==> src/rtl/bsd_pkg.sv <==
// bsd_pkg: shared types, byte codes and crc step for the byte-stuffed deframer
// no dependencies; compiled before the interfaces and modules
package bsd_pkg;

	localparam logic [7:0] FLAG_BYTE = 8'h7E;
	localparam logic [7:0] ESC_BYTE = 8'h7D;
	localparam logic [7:0] ESC_XOR = 8'h20;
	localparam logic [15:0] CRC_POLY = 16'h8408;
	localparam logic [15:0] CRC_INIT = 16'h0000;
	localparam int MIN_CONTENT = 4;
	localparam int MAX_PAYLOAD = 60;
	localparam int PLEN_W = 6;

	localparam logic [1:0] ST_INCOMPLETE = 2'd0;
	localparam logic [1:0] ST_FRAME_READY = 2'd1;
	localparam logic [1:0] ST_CRC_ERR = 2'd2;
	localparam logic [1:0] ST_TOO_LONG = 2'd3;

	typedef struct packed {
		logic [1:0] status;
		logic [7:0] seq_num;
		logic [6:0] cmd_code;
		logic resp_bit;
		logic [PLEN_W-1:0] pay_len;
		logic payload_valid;
		logic [7:0] payload_byte;
		logic [PLEN_W-1:0] payload_index;
		logic last;
	} result_item_t;

	// crc-16/kermit, one byte, reflected
	function automatic logic [15:0] crc_byte(input logic [15:0] crc_in, input logic [7:0] b);
		logic [15:0] c;
		c = crc_in ^ {8'h00, b};
		for (int i = 0; i < 8; i++) begin
			if (c[0]) begin
				c = (c >> 1) ^ CRC_POLY;
			end else begin
				c = c >> 1;
			end
		end
		return c;
	endfunction

endpackage

==> src/rtl/bsd_if.sv <==
// bsd_raw_if / bsd_result_if: valid/ready channels for raw bytes and result items
// depends on bsd_pkg
interface bsd_raw_if;
	logic valid;
	logic ready;
	logic [7:0] rx_byte;

	modport source (output valid, output rx_byte, input ready);
	modport sink (input valid, input rx_byte, output ready);
endinterface

interface bsd_result_if import bsd_pkg::*; ();
	logic valid;
	logic ready;
	result_item_t data;

	modport source (output valid, output data, input ready);
	modport sink (input valid, input data, output ready);
endinterface

==> src/rtl/byte_stuffed_frame_deframer_crc16.sv <==
// byte_stuffed_frame_deframer_crc16: hdlc-like deframer, frame store in a memory
// depends on bsd_pkg and bsd_if
// one registered result item per raw item taken, except a flag that starts a run
// good frame with payload: items pass rd_data_q then out_q, one per cycle unless stalled
// raw: one item per cycle if idle and unstalled; payload run set by the single read port
// reset: mode, count and sequencer clear at once; the frame store is not cleared
module byte_stuffed_frame_deframer_crc16 import bsd_pkg::*; #(
	parameter int MAX_CONTENT = 64
) (
	input logic clk,
	input logic arst_n,
	bsd_raw_if.sink raw,
	bsd_result_if.source result
);

	localparam int CW = $clog2(MAX_CONTENT + 1);
	localparam int AW = $clog2(MAX_CONTENT);

	localparam logic [1:0] MODE_WAIT = 2'd0;
	localparam logic [1:0] MODE_COLLECT = 2'd1;
	localparam logic [1:0] MODE_ESCAPE = 2'd2;

	localparam logic SEQ_IDLE = 1'b0;
	localparam logic SEQ_EMIT = 1'b1;

	logic state_q;
	logic [1:0] mode_q;
	logic [CW-1:0] count_q;
	logic [15:0] crc_q;
	logic [7:0] last1_q, last2_q, hdr0_q, hdr1_q;
	logic [PLEN_W-1:0] plen_q, rd_idx_q, out_idx_q;
	logic rd_valid_q, out_valid_q;
	result_item_t out_q;

	logic [7:0] mem [MAX_CONTENT];
	logic [7:0] rd_data_q;

	logic out_free, accept, wr_en, close_good, go_emit, load_acc, load_pay, rd_en;
	logic [1:0] nxt_mode, acc_status;
	logic [CW-1:0] nxt_count;
	logic [7:0] v, store_val, len8, plen8;
	logic [PLEN_W-1:0] plen;
	logic [6:0] rd_sum;
	logic [AW-1:0] rd_addr;
	logic pay_last;
	result_item_t acc_item, pay_item;

	assign out_free = !out_valid_q || result.ready;
	assign raw.ready = (state_q == SEQ_IDLE) && out_free;
	assign accept = raw.valid && raw.ready;
	assign v = raw.rx_byte;

	assign len8 = 8'(count_q);
	assign plen8 = len8 - 8'(MIN_CONTENT);
	assign plen = (plen8 > 8'(MAX_PAYLOAD)) ? PLEN_W'(MAX_PAYLOAD) : plen8[PLEN_W-1:0];

	always_comb begin
		logic do_store;
		nxt_mode = mode_q;
		nxt_count = count_q;
		do_store = 1'b0;
		store_val = v;
		acc_status = ST_INCOMPLETE;
		close_good = 1'b0;
		case (mode_q)
			MODE_ESCAPE: begin
				nxt_mode = MODE_COLLECT;
				do_store = 1'b1;
				store_val = v ^ ESC_XOR;
			end
			MODE_COLLECT: begin
				if (v == FLAG_BYTE) begin
					if (count_q != '0) begin
						nxt_count = '0;
						if (count_q >= CW'(MIN_CONTENT)) begin
							if (crc_q == {last1_q, last2_q}) begin
								close_good = 1'b1;
								acc_status = ST_FRAME_READY;
							end else begin
								acc_status = ST_CRC_ERR;
							end
						end
					end
				end else if (v == ESC_BYTE) begin
					nxt_mode = MODE_ESCAPE;
				end else begin
					do_store = 1'b1;
				end
			end
			default: begin
				if (v == FLAG_BYTE) begin
					nxt_mode = MODE_COLLECT;
					nxt_count = '0;
				end else begin
					nxt_mode = MODE_WAIT;
				end
			end
		endcase
		wr_en = 1'b0;
		if (do_store) begin
			if (count_q >= CW'(MAX_CONTENT)) begin
				nxt_mode = MODE_WAIT;
				nxt_count = '0;
				acc_status = ST_TOO_LONG;
			end else begin
				wr_en = accept;
				nxt_count = count_q + CW'(1);
			end
		end
	end

	assign go_emit = accept && close_good && (plen != '0);
	assign load_acc = accept && !go_emit;
	assign load_pay = (state_q == SEQ_EMIT) && rd_valid_q && out_free;
	assign rd_en = (state_q == SEQ_EMIT) && (rd_idx_q < plen_q) && (!rd_valid_q || load_pay);
	assign rd_sum = 7'({1'b0, rd_idx_q}) + 7'd2;
	assign rd_addr = rd_sum[AW-1:0];
	assign pay_last = (out_idx_q + PLEN_W'(1)) == plen_q;

	always_comb begin
		acc_item = '0;
		acc_item.status = acc_status;
		acc_item.last = 1'b1;
		if (close_good) begin
			acc_item.seq_num = hdr0_q;
			acc_item.cmd_code = hdr1_q[6:0];
			acc_item.resp_bit = hdr1_q[7];
		end
		pay_item = '0;
		pay_item.status = ST_FRAME_READY;
		pay_item.seq_num = hdr0_q;
		pay_item.cmd_code = hdr1_q[6:0];
		pay_item.resp_bit = hdr1_q[7];
		pay_item.pay_len = plen_q;
		pay_item.payload_valid = 1'b1;
		pay_item.payload_byte = rd_data_q;
		pay_item.payload_index = out_idx_q;
		pay_item.last = pay_last;
	end

	// frame store
	always_ff @(posedge clk) begin
		if (wr_en) begin
			mem[count_q[AW-1:0]] <= store_val;
		end
		if (rd_en) begin
			rd_data_q <= mem[rd_addr];
		end
	end

	always_ff @(posedge clk or negedge arst_n) begin
		if (!arst_n) begin
			state_q <= SEQ_IDLE;
			mode_q <= MODE_WAIT;
			count_q <= '0;
			rd_idx_q <= '0;
			out_idx_q <= '0;
			rd_valid_q <= 1'b0;
			out_valid_q <= 1'b0;
		end else begin
			if (accept) begin
				mode_q <= nxt_mode;
				count_q <= nxt_count;
			end
			if (go_emit) begin
				state_q <= SEQ_EMIT;
				rd_idx_q <= '0;
				out_idx_q <= '0;
				rd_valid_q <= 1'b0;
			end else begin
				if (rd_en) begin
					rd_idx_q <= rd_idx_q + PLEN_W'(1);
					rd_valid_q <= 1'b1;
				end else if (load_pay) begin
					rd_valid_q <= 1'b0;
				end
				if (load_pay) begin
					out_idx_q <= out_idx_q + PLEN_W'(1);
					if (pay_last) begin
						state_q <= SEQ_IDLE;
					end
				end
			end
			if (load_acc || load_pay) begin
				out_valid_q <= 1'b1;
			end else if (result.ready) begin
				out_valid_q <= 1'b0;
			end
		end
	end

	// running crc trails the stored bytes by two, header bytes kept aside
	always_ff @(posedge clk) begin
		if (wr_en) begin
			last1_q <= store_val;
			if (count_q == '0) begin
				crc_q <= CRC_INIT;
				hdr0_q <= store_val;
			end else begin
				last2_q <= last1_q;
				if (count_q == CW'(1)) begin
					hdr1_q <= store_val;
				end else begin
					crc_q <= crc_byte(crc_q, last2_q);
				end
			end
		end
		if (go_emit) begin
			plen_q <= plen;
		end
		if (load_acc) begin
			out_q <= acc_item;
		end else if (load_pay) begin
			out_q <= pay_item;
		end
	end

	assign result.valid = out_valid_q;
	assign result.data = out_q;

endmodule

==> src/flat_wrapper.sv <==
// flat-port wrapper written by rule: the top's interface ports become plain ports
module byte_stuffed_frame_deframer_crc16_flat import bsd_pkg::*;
#(
	parameter int MAX_CONTENT = 64
)
  (clk, arst_n, raw_valid, raw_rx_byte, raw_ready, result_valid, result_data, result_ready);
  bsd_raw_if raw_i ();
  bsd_result_if result_i ();
  input logic clk;
  input logic arst_n;
  input wire logic [$bits(raw_i.valid)-1:0] raw_valid;
  input wire logic [$bits(raw_i.rx_byte)-1:0] raw_rx_byte;
  output wire logic [$bits(raw_i.ready)-1:0] raw_ready;
  output wire logic [$bits(result_i.valid)-1:0] result_valid;
  output wire logic [$bits(result_i.data)-1:0] result_data;
  input wire logic [$bits(result_i.ready)-1:0] result_ready;
  assign raw_i.valid = raw_valid;
  assign raw_i.rx_byte = raw_rx_byte;
  assign raw_ready = raw_i.ready;
  assign result_valid = result_i.valid;
  assign result_data = result_i.data;
  assign result_i.ready = result_ready;
  byte_stuffed_frame_deframer_crc16 #(.MAX_CONTENT(MAX_CONTENT)) u_core (.clk(clk), .arst_n(arst_n), .raw(raw_i), .result(result_i));
endmodule
==> config.mk <==
export PLATFORM = sky130hd
export DESIGN_NAME = byte_stuffed_frame_deframer_crc16_flat
export DESIGN_NICKNAME = d
export VERILOG_FILES = /design/src/rtl/bsd_pkg.sv /design/src/rtl/bsd_if.sv /design/src/rtl/byte_stuffed_frame_deframer_crc16.sv /design/src/flat_wrapper.sv
export SDC_FILE = /design/constraint.sdc
export NUM_CORES = 1
export LEC_CHECK = 0
export ABC_AREA = 1
export ABC_CLOCK_PERIOD_IN_PS = 3130
export BUFFER_PORTS_ARGS = -buffer_cell sky130_fd_sc_hd__buf_2
export CELL_PAD_IN_SITES_DETAIL_PLACEMENT = 1
export CELL_PAD_IN_SITES_GLOBAL_PLACEMENT = 1
export CORE_ASPECT_RATIO = 0.5
export CORE_MARGIN = 5
export CORE_UTILIZATION = 45
export DETAILED_ROUTE_END_ITERATION = 12
export PLACE_DENSITY = 0.7
export SLEW_MARGIN = 10
export SYNTH_ARGS = -nofsm -noshare
export SYNTH_HDL_FRONTEND = slang
export SYNTH_SLANG_ARGS = --single-unit
==> constraint.sdc <==
create_clock -name clk -period 3.13 [get_ports clk]
set_clock_uncertainty 0.2 [all_clocks]
set_input_delay 0.626 -clock clk [delete_from_list [all_inputs] [get_ports clk]]
set_output_delay 0.626 -clock clk [all_outputs]
set_load 0.005 [all_outputs]
==> impl_results.rst <==
.. list-table::
   :header-rows: 1

   * - Metric
     - Value
   * - Setup-violating endpoint count in the final report
     - 0
   * - Worst-margin pin slew
     - 1.07 ns
   * - Leak Pwr
     - 10.8 nW
   * - Final critical-path share of the clock period
     - 93.5%
   * - Total cell area at the placement stage
     - 28600 um^2
   * - Total buffers and inverters traversed by the critical path
     - 3
   * - Slowest cell on the critical path
     - sky130_fd_sc_hd__dfrtp_1
   * - Library cell with the largest summed area after synthesis
     - sky130_fd_sc_hd__edfxtp_1
   * - Detailed-router iteration count before antenna repair
     - 5
   * - Category of the critical setup timing path
     - reg2reg
   * - Flops & latches, synth
     - 638
   * - Non-Filler Cell Area, Final
     - 30500 um^2
   * - Hold depth
     - 4
   * - Detailed placement HPWL
     - 50000 um
   * - Largest delay contributor family on the critical path
     - buffers and inverters
   * - Maxcap violations
     - 0
   * - GRT Resource Usage Total
     - 24.5%
   * - Via density per instance
     - 5.76
   * - Top cell type's share of synthesized area
     - 67.0%
   * - WP depth
     - 11
   * - Most common library cell in the layout ignoring fill and taps
     - sky130_fd_sc_hd__edfxtp_1
   * - Highest metal layer with signal wires
     - met4
   * - Cell count after synthesis
     - 2284
   * - Number of library cell types mapped by synthesis
     - 34
   * - Unrepaired setup endpoints after global routing
     - no
   * - Maximum achievable frequency
     - 342 MHz
   * - Final estimated routing congestion in global placement
     - 0.858
   * - Root buffer selected by CTS
     - sky130_fd_sc_hd__clkbuf_16
   * - R2r worst-path depth
     - 11
   * - Number of hold-slack violations in the final timing report
     - 0
   * - Number of antenna-violating nets in the routed design
     - 0
   * - Number of global-route vias before repair
     - 19200
   * - Antenna violations before repair
     - 1
   * - Share of synthesized area occupied by flip-flops and latches
     - 70.9%
   * - Min Tclk post-route
     - 2.93 ns
   * - Die area
     - 64200 um^2
   * - Antenna Cells
     - 0
   * - Ratio of cells with drive above 1 in the final layout
     - 12.6%
   * - Clock sinks
     - 638
   * - Area of the core region
     - 57900 um^2
   * - Aggregate negative setup slack
     - 0 ns
   * - Drt first-iter violations
     - 1802
   * - Via count
     - 18700
   * - Number of nets produced by synthesis
     - 2313
   * - Count of standard-cell rows
     - 62
   * - Crit end category
     - flop
   * - Total of warnings raised by yosys
     - 0
   * - Cell types with the largest area share after synthesis
     - sky130_fd_sc_hd__edfxtp_1 67%, sky130_fd_sc_hd__nor2_1 6.8%, sky130_fd_sc_hd__o21ai_0 5.8%, sky130_fd_sc_hd__o211ai_1 3.7%, sky130_fd_sc_hd__nand2_1 3.6%
   * - Detailed-route wire length
     - 79600 um
   * - Cts bufs inserted
     - 56
   * - Post-Route M1 WL
     - 35500 um
   * - # IOs
     - 54
   * - Starting density of the core
     - 45.8%
   * - Crit Path Max Fanout
     - 18
   * - Growth of design area from synthesis to finish
     - 15.0%
   * - Worst-skew pair later-pin latency
     - 0.62 ns
   * - Peak per-stage delay on the critical path
     - 0.52 ns
   * - Ordered list of cells on the worst path
     - clkinvlp_4 > ha_1 > inv_1 > nand2_1 > a21oi_1 > nand2_1 > nand3_1 > nor2_1 > o21ai_1 > nand2_1 > buf_4
   * - Die extent in x
     - 353 um
   * - Status
     - finished, final reports clean
   * - Die height
     - 182 um
   * - Crit path arrival time
     - 3.08 ns
   * - Number of H-tree levels
     - 2
   * - Gr ovfl total
     - 0
   * - Most used cells in the layout excluding fill and tap cells
     - 592 x sky130_fd_sc_hd__edfxtp_1, 483 x sky130_fd_sc_hd__nor2_1, 309 x sky130_fd_sc_hd__o21ai_0
   * - Met3 WL
     - 5430 um
   * - Power Dens Cells
     - 588 nW/um^2
   * - Tightest slew margin relative to the limit
     - 28.7%
   * - Worst min-delay path class
     - in2reg
   * - Startpoint types
     - flop
   * - Pin count of the biggest net entering global routing
     - 114
   * - Maximum number of buffers from clock root to sink
     - 3
   * - Required time at the endpoint of the critical path
     - 3.29 ns
   * - First-pass GRT wire length
     - 120000 um
   * - Total met2 wirelength after detailed routing
     - 36700 um
   * - IR Drop Worst-Case VDD
     - 0.000401 V
   * - CTS tree
     - done
   * - Wire length per cell
     - 24.6 um
   * - Critical path's most frequent cell
     - sky130_fd_sc_hd__nand2_1
   * - Post-synthesis instance area
     - 26500 um^2
   * - Clock-pin transition on the worst setup and hold timing paths
     - 0.07 ns
   * - Remaining routing DRC violations
     - 0
   * - Slew Limit Fails
     - 0
   * - Nets@finish
     - 2452
   * - Number of buffers inserted by port buffering
     - 53
   * - Mean instance size in the synthesized netlist
     - 11.6 um^2
stage by stage:
stage               power (W)  hold WS (ns)  util, %  instances  setup WS (ns)
finish                 0.0179         0.225     52.7       3239          0.204
floorplan              0.0102         0.130        -       2284          0.122
CTS                    0.0180         0.201     52.6       3236          0.117
global route           0.0185         0.225     52.7       3239         0.0155
global placement       0.0108         0.248     49.4       3129          0.138
detailed placement     0.0108         0.254     49.4       3129          0.117
registers in the layout, indices dropped and copies added, names as in the netlist:
name	cells
u_core.hdr0_q	8
u_core.result.valid	1
u_core.rd_idx_q	6
u_core.last1_q	8
u_core.last2_q	8
u_core.crc_q	16
u_core.mem	512
u_core.count_q	7
u_core.result.data	40
u_core.state_q	1
u_core.rd_data_q	8
u_core.hdr1_q	8
u_core.mode_q	2
u_core.out_idx_q	6
u_core.rd_valid_q	1
u_core.plen_q	6
cell families after synthesis:
family,share of synthesized area (%)
AND/OR/NAND/NOR,13.4
XOR/XNOR,0.594
flip-flops,70.9
AO/OA/AOI/OAI,11.0
adder cells (fa/ha/maj),0.802
buffers and inverters,3.23
tightest hold or removal path, cell delays in order:
cell                      delay (ns)
sky130_fd_sc_hd__buf_2          0.08
sky130_fd_sc_hd__inv_1          0.05
sky130_fd_sc_hd__nand2_1        0.14
sky130_fd_sc_hd__nand3_1        0.10
power by group:
group,internal (W),switching [W],total [W]
clock network,0.00397,0.00326,0.00723
logic,0.000265,0.000929,0.00119
registers,0.00938,0.000124,0.00951
total,0.0136,0.00431,0.0179
layout make-up:
class | count | area, um^2
Multi-Input combinational cell | 1429 | 6890
Fill cell | 6018 | 27400
Clock buffer | 64 | 1430
Inverter | 95 | 369
Clock inverter | 42 | 448
Sequential cell | 638 | 18800
Timing Repair Buffer | 203 | 1570
Tap cell | 768 | 961
synth_stat cells:
cell type,number
sky130_fd_sc_hd__a21oi_4,1
sky130_fd_sc_hd__buf_1,7
sky130_fd_sc_hd__o21ai_1,11
sky130_fd_sc_hd__o22ai_1,10
sky130_fd_sc_hd__o211ai_1,130
sky130_fd_sc_hd__and3_1,1
sky130_fd_sc_hd__a21oi_1,45
sky130_fd_sc_hd__xnor2_1,8
sky130_fd_sc_hd__inv_2,2
sky130_fd_sc_hd__o21a_1,1
sky130_fd_sc_hd__o21ai_0,309
sky130_fd_sc_hd__clkinv_1,3
sky130_fd_sc_hd__dfrtp_1,24
sky130_fd_sc_hd__nand3_1,108
sky130_fd_sc_hd__dfxtp_1,22
sky130_fd_sc_hd__nor3_2,1
sky130_fd_sc_hd__edfxtp_1,592
sky130_fd_sc_hd__nand4_2,5
sky130_fd_sc_hd__nand4_1,6
sky130_fd_sc_hd__nor2_1,483
sky130_fd_sc_hd__nand3_2,2
sky130_fd_sc_hd__inv_1,90
sky130_fd_sc_hd__xor2_1,10
sky130_fd_sc_hd__nor2_2,3
sky130_fd_sc_hd__clkbuf_1,87
sky130_fd_sc_hd__ha_1,17
sky130_fd_sc_hd__nand2_1,254
sky130_fd_sc_hd__a21oi_2,1
sky130_fd_sc_hd__buf_6,1
sky130_fd_sc_hd__a211oi_1,1
sky130_fd_sc_hd__buf_2,27
sky130_fd_sc_hd__a21boi_0,1
sky130_fd_sc_hd__nor3_1,20
sky130_fd_sc_hd__a31oi_1,1
timing repair:
item / in CTS / in global routing
buffers inserted: 0 / 3
gates resized for setup: 0 / 2
hold buffers: 1 / 0
endpoints found under the setup margin: 0 / 23
endpoints found under the hold margin: 24 / 0
final timing paths:
kind,end,from,slack (ns)
max,u_core.result.data[23],u_core.count_q[3],0.20
min reg2reg,u_core.result.data[1],u_core.result.data[1],0.26
max reg2reg,u_core.result.data[23],u_core.count_q[3],0.20
min in group asynchronous,u_core.mode_q[1],arst_n,0.40
min,u_core.result.valid,result_ready,0.22
max in group asynchronous,u_core.rd_idx_q[0],arst_n,1.81
per-layer routing:
layer / GRT usage [%] / vias up
li1: - / 8416
met1: 34.4 / 9499
met2: 39.5 / 622
met3: 4.57 / 130
met4: 6.51 / 0
met5: 0 / -
No activity file was read; power rests on OpenSTA's default activity.
